[src/hw/rtl/lpr_sqrt.sv]
// Leaf photosynthesis rate: pipelined integer square root, one root bit per stage.
// Floor root of a 2*RW bit radicand; carries a tag. No package dependencies.
module lpr_sqrt #(
  parameter int RW = 29,
  parameter int SW = 8
) (
  input  logic            clk,
  input  logic            rst,
  input  logic            advance,
  input  logic            valid,
  input  logic [2*RW-1:0] radicand,
  input  logic [SW-1:0]   tag,
  output logic            r_valid,
  output logic [RW-1:0]   root,
  output logic [SW-1:0]   r_tag
);

  localparam int VW = 2 * RW;

  logic          vld [RW+1];
  logic [VW-1:0] rem [RW+1];
  logic [RW-1:0] rt  [RW+1];
  logic [SW-1:0] tg  [RW+1];

  always_ff @(posedge clk) begin
    if (rst) begin
      vld[0] <= 1'b0;
    end else if (advance) begin
      vld[0] <= valid;
    end
  end

  always_ff @(posedge clk) begin
    if (advance) begin
      rem[0] <= radicand;
      rt[0]  <= '0;
      tg[0]  <= tag;
    end
  end

  for (genvar k = 0; k < RW; k++) begin : g_stage
    localparam int B = RW - 1 - k;
    logic [VW:0] sub;
    logic        ge;

    always_comb begin
      sub = ((VW+1)'({rt[k], 1'b0}) | ((VW+1)'(1) << B)) << B;
      ge  = {1'b0, rem[k]} >= sub;
    end

    always_ff @(posedge clk) begin
      if (rst) begin
        vld[k+1] <= 1'b0;
      end else if (advance) begin
        vld[k+1] <= vld[k];
      end
    end

    always_ff @(posedge clk) begin
      if (advance) begin
        rem[k+1] <= ge ? VW'({1'b0, rem[k]} - sub) : rem[k];
        rt[k+1]  <= rt[k] | (RW'(ge) << B);
        tg[k+1]  <= tg[k];
      end
    end
  end

  assign r_valid = vld[RW];
  assign root    = rt[RW];
  assign r_tag   = tg[RW];

endmodule

[config.mk]
export PLATFORM = sky130hd
export DESIGN_NAME = lpr_sqrt
export DESIGN_NICKNAME = d
export VERILOG_FILES = /design/src/hw/rtl/lpr_sqrt.sv
export SDC_FILE = /design/constraint.sdc
export NUM_CORES = 2
export LEC_CHECK = 0
export BUFFER_PORTS_ARGS = -buffer_cell sky130_fd_sc_hd__buf_2
export CAP_MARGIN = 15
export CORE_ASPECT_RATIO = 1.1
export CORE_MARGIN = 10
export CORE_UTILIZATION = 55
export CTS_CLUSTER_SIZE = 16
export DETAILED_ROUTE_END_ITERATION = 6
export GPL_TIMING_DRIVEN = 1
export HOLD_SLACK_MARGIN = 0.06
export PLACE_DENSITY = 0.72
export REMOVE_ABC_BUFFERS = 1
export SLEW_MARGIN = 20
export SYNTH_ARGS = -nofsm -noshare
export SYNTH_HDL_FRONTEND = slang
export SYNTH_SLANG_ARGS = --single-unit
[constraint.sdc]
create_clock -name clk -period 6.25 [get_ports clk]
set_input_delay 0.9375 -clock clk [delete_from_list [all_inputs] [get_ports clk]]
set_output_delay 0.9375 -clock clk [all_outputs]
set_load 0.1 [all_outputs]
# [Word-level counts from Yosys, hierarchy flattened]
# Memory sizes are Yosys's and may differ from the RTL's.
# Cells that the tools add are included.
[totals] register_bits=0 latchBits=0 mem_bits_rw=2880 mem_bits_ro=0 output_inout_bits=38 mem_count=4
[memory_table] name="rem" words=30 width=58 rd=29 rd_ports_with_merged_regs=0 write_ports=30 line="21" source="logic [VW-1:0] rem [RW+1];"
[memory_table] name="rt" words=30 width=29 rd=30 rd_ports_with_merged_regs=0 write_ports=30 line="22" source="logic [RW-1:0] rt [RW+1];"
[memory_table] name="tg" words=30 width=8 rd=30 rd_ports_with_merged_regs=0 write_ports=30 line="23" source="logic [SW-1:0] tg [RW+1];"
[memory_table] name="vld" words=30 width=1 rd=30 rd_ports_with_merged_regs=0 write_ports=30 line="20" source="logic vld [RW+1];"
[classes] add_sub_neg=29 multipliers=0 div_mod_pow=0 magnitude_cmp=29 eq_ne=0 shift=0 muxes=65 bitwise_logic=59 n_reduce_logical=0
[op_table] op="2-to-1 mux 58 bit" count=29
[op_table] op="greater-or-equal comparator 58 x 30 -> 1 bit" count=1
[op_table] op="greater-or-equal comparator 58 x 31 -> 1 bit" count=1
[op_table] op="greater-or-equal comparator 58 x 32 -> 1 bit" count=1
[op_table] op="greater-or-equal comparator 58 x 33 -> 1 bit" count=1
[op_table] op="greater-or-equal comparator 58 x 34 -> 1 bit" count=1
[op_table] op="greater-or-equal comparator 58 x 35 -> 1 bit" count=1
[op_table] op="greater-or-equal comparator 58 x 36 -> 1 bit" count=1
[op_table] op="greater-or-equal comparator 58 x 37 -> 1 bit" count=1
[op_table] op="greater-or-equal comparator 58 x 38 -> 1 bit" count=1
[op_table] op="greater-or-equal comparator 58 x 39 -> 1 bit" count=1
[op_table] op="greater-or-equal comparator 58 x 40 -> 1 bit" count=1
[op_table] op="greater-or-equal comparator 58 x 41 -> 1 bit" count=1
[op_table] op="greater-or-equal comparator 58 x 42 -> 1 bit" count=1
[op_table] op="greater-or-equal comparator 58 x 43 -> 1 bit" count=1
[op_table] op="greater-or-equal comparator 58 x 44 -> 1 bit" count=1
[op_table] op="greater-or-equal comparator 58 x 45 -> 1 bit" count=1
[op_table] op="greater-or-equal comparator 58 x 46 -> 1 bit" count=1
[op_table] op="greater-or-equal comparator 58 x 47 -> 1 bit" count=1
[op_table] op="greater-or-equal comparator 58 x 48 -> 1 bit" count=1
[op_table] op="greater-or-equal comparator 58 x 49 -> 1 bit" count=1
[op_table] op="greater-or-equal comparator 58 x 50 -> 1 bit" count=1
[op_table] op="greater-or-equal comparator 58 x 51 -> 1 bit" count=1
[op_table] op="greater-or-equal comparator 58 x 52 -> 1 bit" count=1
[op_table] op="other kinds (66)" count=130

# [Depth between registers and ports, before layout]
[logic_depth] depth_word=4 ltp_mapped=14

# [Least setup slack after synthesis]
# Ideal clock, no wire load.
[synth_timing] kind="reg2reg" startpoint="memory rem[26][6] (netlist name)" endpoint="memory rem[27][52] (netlist name), data pin" setup_time_ns=0.266 t_arrival_ns=3.081 t_required_ns=5.984 setup_slack_ns=2.903 stages_incl_launch_ff=12 n_path_buf=1 period_less_slack_ns=3.347 cell_sequence="edfxtp_1 > ha_1 > nor2b_1 > o31ai_1 > a211oi_1 > a2111oi_0 > o31ai_4 > nand4b_1 > or2_0 > clkbuf_1 > nor3_1 > xor2_1"
[synth_lines] element="start: declaration" line="21"

==> impl_metrics.toml <==
[run_status]
status = "finished with violations"
violations = "design-rule violations"

[drt]
drc = 1
via_per_inst = 5.86
drt-pass1-iter-count = 7
dr.first_iter.drc_count = 4855
wl_per_cell_um = 23.5
ant_nets = 0
num_vias = 65400
wirelength_um = 262000

[global_routing]
antenna_found_initial = 3
grt_overflow = 0
grt_util_met1 = 0.232
grt-busiest-layer = "met2"
grt_pass1_vias = 66100
grt_pass1_wl_um = 393000
met3_usage = 0.0288
grt_usage = 0.238
met2_usage = 0.458
grt_max_degree = 190

[final_layout]
final_cells = 11200
fill_cells = 14700
layout-drive-gt1-share = 0.0810
syn_to_final_growth_pct = 10.8
multi_input_area_um2 = 34100
finalInstanceArea_um2 = 120000
ff_latch_area_um2 = 71700
fin_nets = 8893
final_core_util = 0.615

[sta]
fin_tns_setup_ns = 0
hold_viol_final = 0
slew_headroom = 0.198
fin_crit_sh = 0.821
grt_setup_unrepaired = "no"
min_period_ns = 5.13
setup_viol = 0
finClkSkew_ns = 0.0637
setup_ws_ns = 1.12
hold_ws_ns = 0.185
drv_slew = 0
max_freq_ghz = 0.195
worst_pin_slew_ns = 1.20

[pwr]
ir_drop_mv = 0.309
p_leak_nw = 44.4
powerDensity_nw_per_um2 = 367
finalPower_mw = 44.2

[worst_setup_path]
cp_max_fo = 20
end_kind = "register"
r2r_slack_ns = 1.12
arrival_ns = 5.76
critPathTopFamily = "simple AND/OR/NAND/NOR gates"
r2r_end = "rem[28][40]$_DFFE_PP_"
required_ns = 6.88
reg2reg_depth = 9
crit_buf_inv = 0
path_class = "reg2reg"
cp_slowest_cell = "a2111oi_0"
reg2reg_from = "rem[27][14]$_DFFE_PP_"
worstSetupStartpointType = "register"
cp-startpoint = "rem[27][14]$_DFFE_PP_"
max_stage_delay_ns = 0.93
path_cells = "ha_1 > nand4_1 > nor3_2 > nand4_1 > a2111oi_0 > nor2b_4 > nor3_2 > or3b_1 > xnor2_1"

[min_path]
hold_path.startpoint = "radicand[13]"
min_path_cells = 1
min_path_type = "in2reg"
holdPathEnd = "rem[0][13]$_DFFE_PP_"

[synthesis]
synth_top_area_frac = 0.660
ys.flop_type = "edfxtp_1"
synth-seq-area-share = 0.660
yosysUniqueCellTypes = 105
yosysMostFrequentCell = "edfxtp_1"
ys_warn_count = 0
synth_area_leaders = "edfxtp_1 (66%), ha_1 (5.3%), xnor2_1 (3.0%)"
async_reset_ff_frac = 0
synth-edff-count = 2387
ys_ff_latch = 2387
synth.avg_cell_area_um2 = 13.3
syn-instance-count = 8136
netlist_top_cells_count = "edfxtp_1 (2387), inv_1 (554), nand2_1 (522)"
netlist_area_um2 = 109000
yosysTopAreaCell = "edfxtp_1"

[placement]
dp.cells = 10700
place_congestion = 1.00
hpwl_um = 197000
dp_slack_ns = 1.25
io_buffers = 107
place_area_um2 = 112000

[clock_network]
clk_pin_slew_ns = 0.07
postCtsSetupBuffers = 0
cts_resized = 0
clkLatencyLatePin_ns = 0.92
clockBufferDepth = 3
htree_num_levels = 4
postCtsHoldBufs = 0
cts_root_buf = "clkbuf_16"
cts-buffers-inserted = 231
cts_tree = "built"
cts.sinks = 2387

[floorplanning]
fp.coreArea_um2 = 196000
die_x_um = 444
core.rowCount = 170
die-area_um2 = 216000
ioPinCount = 108
die_h_um = 486
start_util = 0.555

[run]
cap_violations = 0
## worst reg2reg max path: cells and delay by family, from the launching register on
kind            cells  cell delay [ns]
xor+xnor            1             0.13
compound gates      1             0.93
fa+ha+maj           1             0.43
flops               1             0.41
simple gates        6             2.97
## cell usage in the layout (no fill, tap or decap), drive strengths merged, types with 70 or more instances in the layout
cell	n
clkbuf	265
inv	568
nand2b	93
o21a	83
nand4	128
nand3	119
a21o	147
nor2b	70
buf	161
nor3	237
clkinv	96
mux2	72
nor2	472
o21ai	383
edfxtp	2387
xor2	336
or3	76
nand2	522
xnor2	375
nor4	248
a21oi	465
ha	460
## where the power goes
group | total (mW) | switching (mW) | internal (mW) | leakage, nW
Combinational | 8.19 | 5.04 | 3.15 | 17.6
Clock | 14.5 | 6.18 | 8.32 | 3.80
Sequential | 21.5 | 1.50 | 20.0 | 23.0
Total | 44.2 | 12.7 | 31.5 | 44.4
## cells by family (layout without fill, tap and decap cells)
family	count (synthesis)	in the layout	share of synthesized area
other cells	0	14	0
flops	2387	2387	0.660
mux	79	79	0.00825
xor+xnor	711	711	0.0574
compound gates	1474	1474	0.0845
simple gates	2301	2301	0.110
buf+inv	724	1154	0.0259
fa+ha+maj	460	460	0.0530
## area by class of cell
class,count,area share
antenna,14,0.000291
clock buffer,265,0.0493
clock inverter,171,0.0172
inverter,557,0.0174
multi-input combinational,5025,0.284
sequential,2387,0.596
tap,2580,0.0268
timing repair buffer,161,0.00951
## how the worst max path moves through the flow
stage,slack [ns],endpoint,cells after the start
after detailed placement,1.25,rem[28][40]$_DFFE_PP_,9
final,1.12,rem[28][40]$_DFFE_PP_,9
after CTS,1.22,rem[28][40]$_DFFE_PP_,9
after global routing,1.18,rem[28][40]$_DFFE_PP_,9
after floorplan,1.09,rem[25][51]$_DFFE_PP_,9
after global placement,0.80,rem[28][40]$_DFFE_PP_,9
## state kept, by name, summed over array words and instances, names as in the netlist
signal and flops:
rem 1682, rt 435, tg 240, vld 30
## layer usage
metal	vias up	part of all wire
li1	31100	-
met1	32000	0.34
met2	1703	0.55
met3	674	0.033
met4	0	0.083
met5	-	0
(Power assumes the default switching activity.)
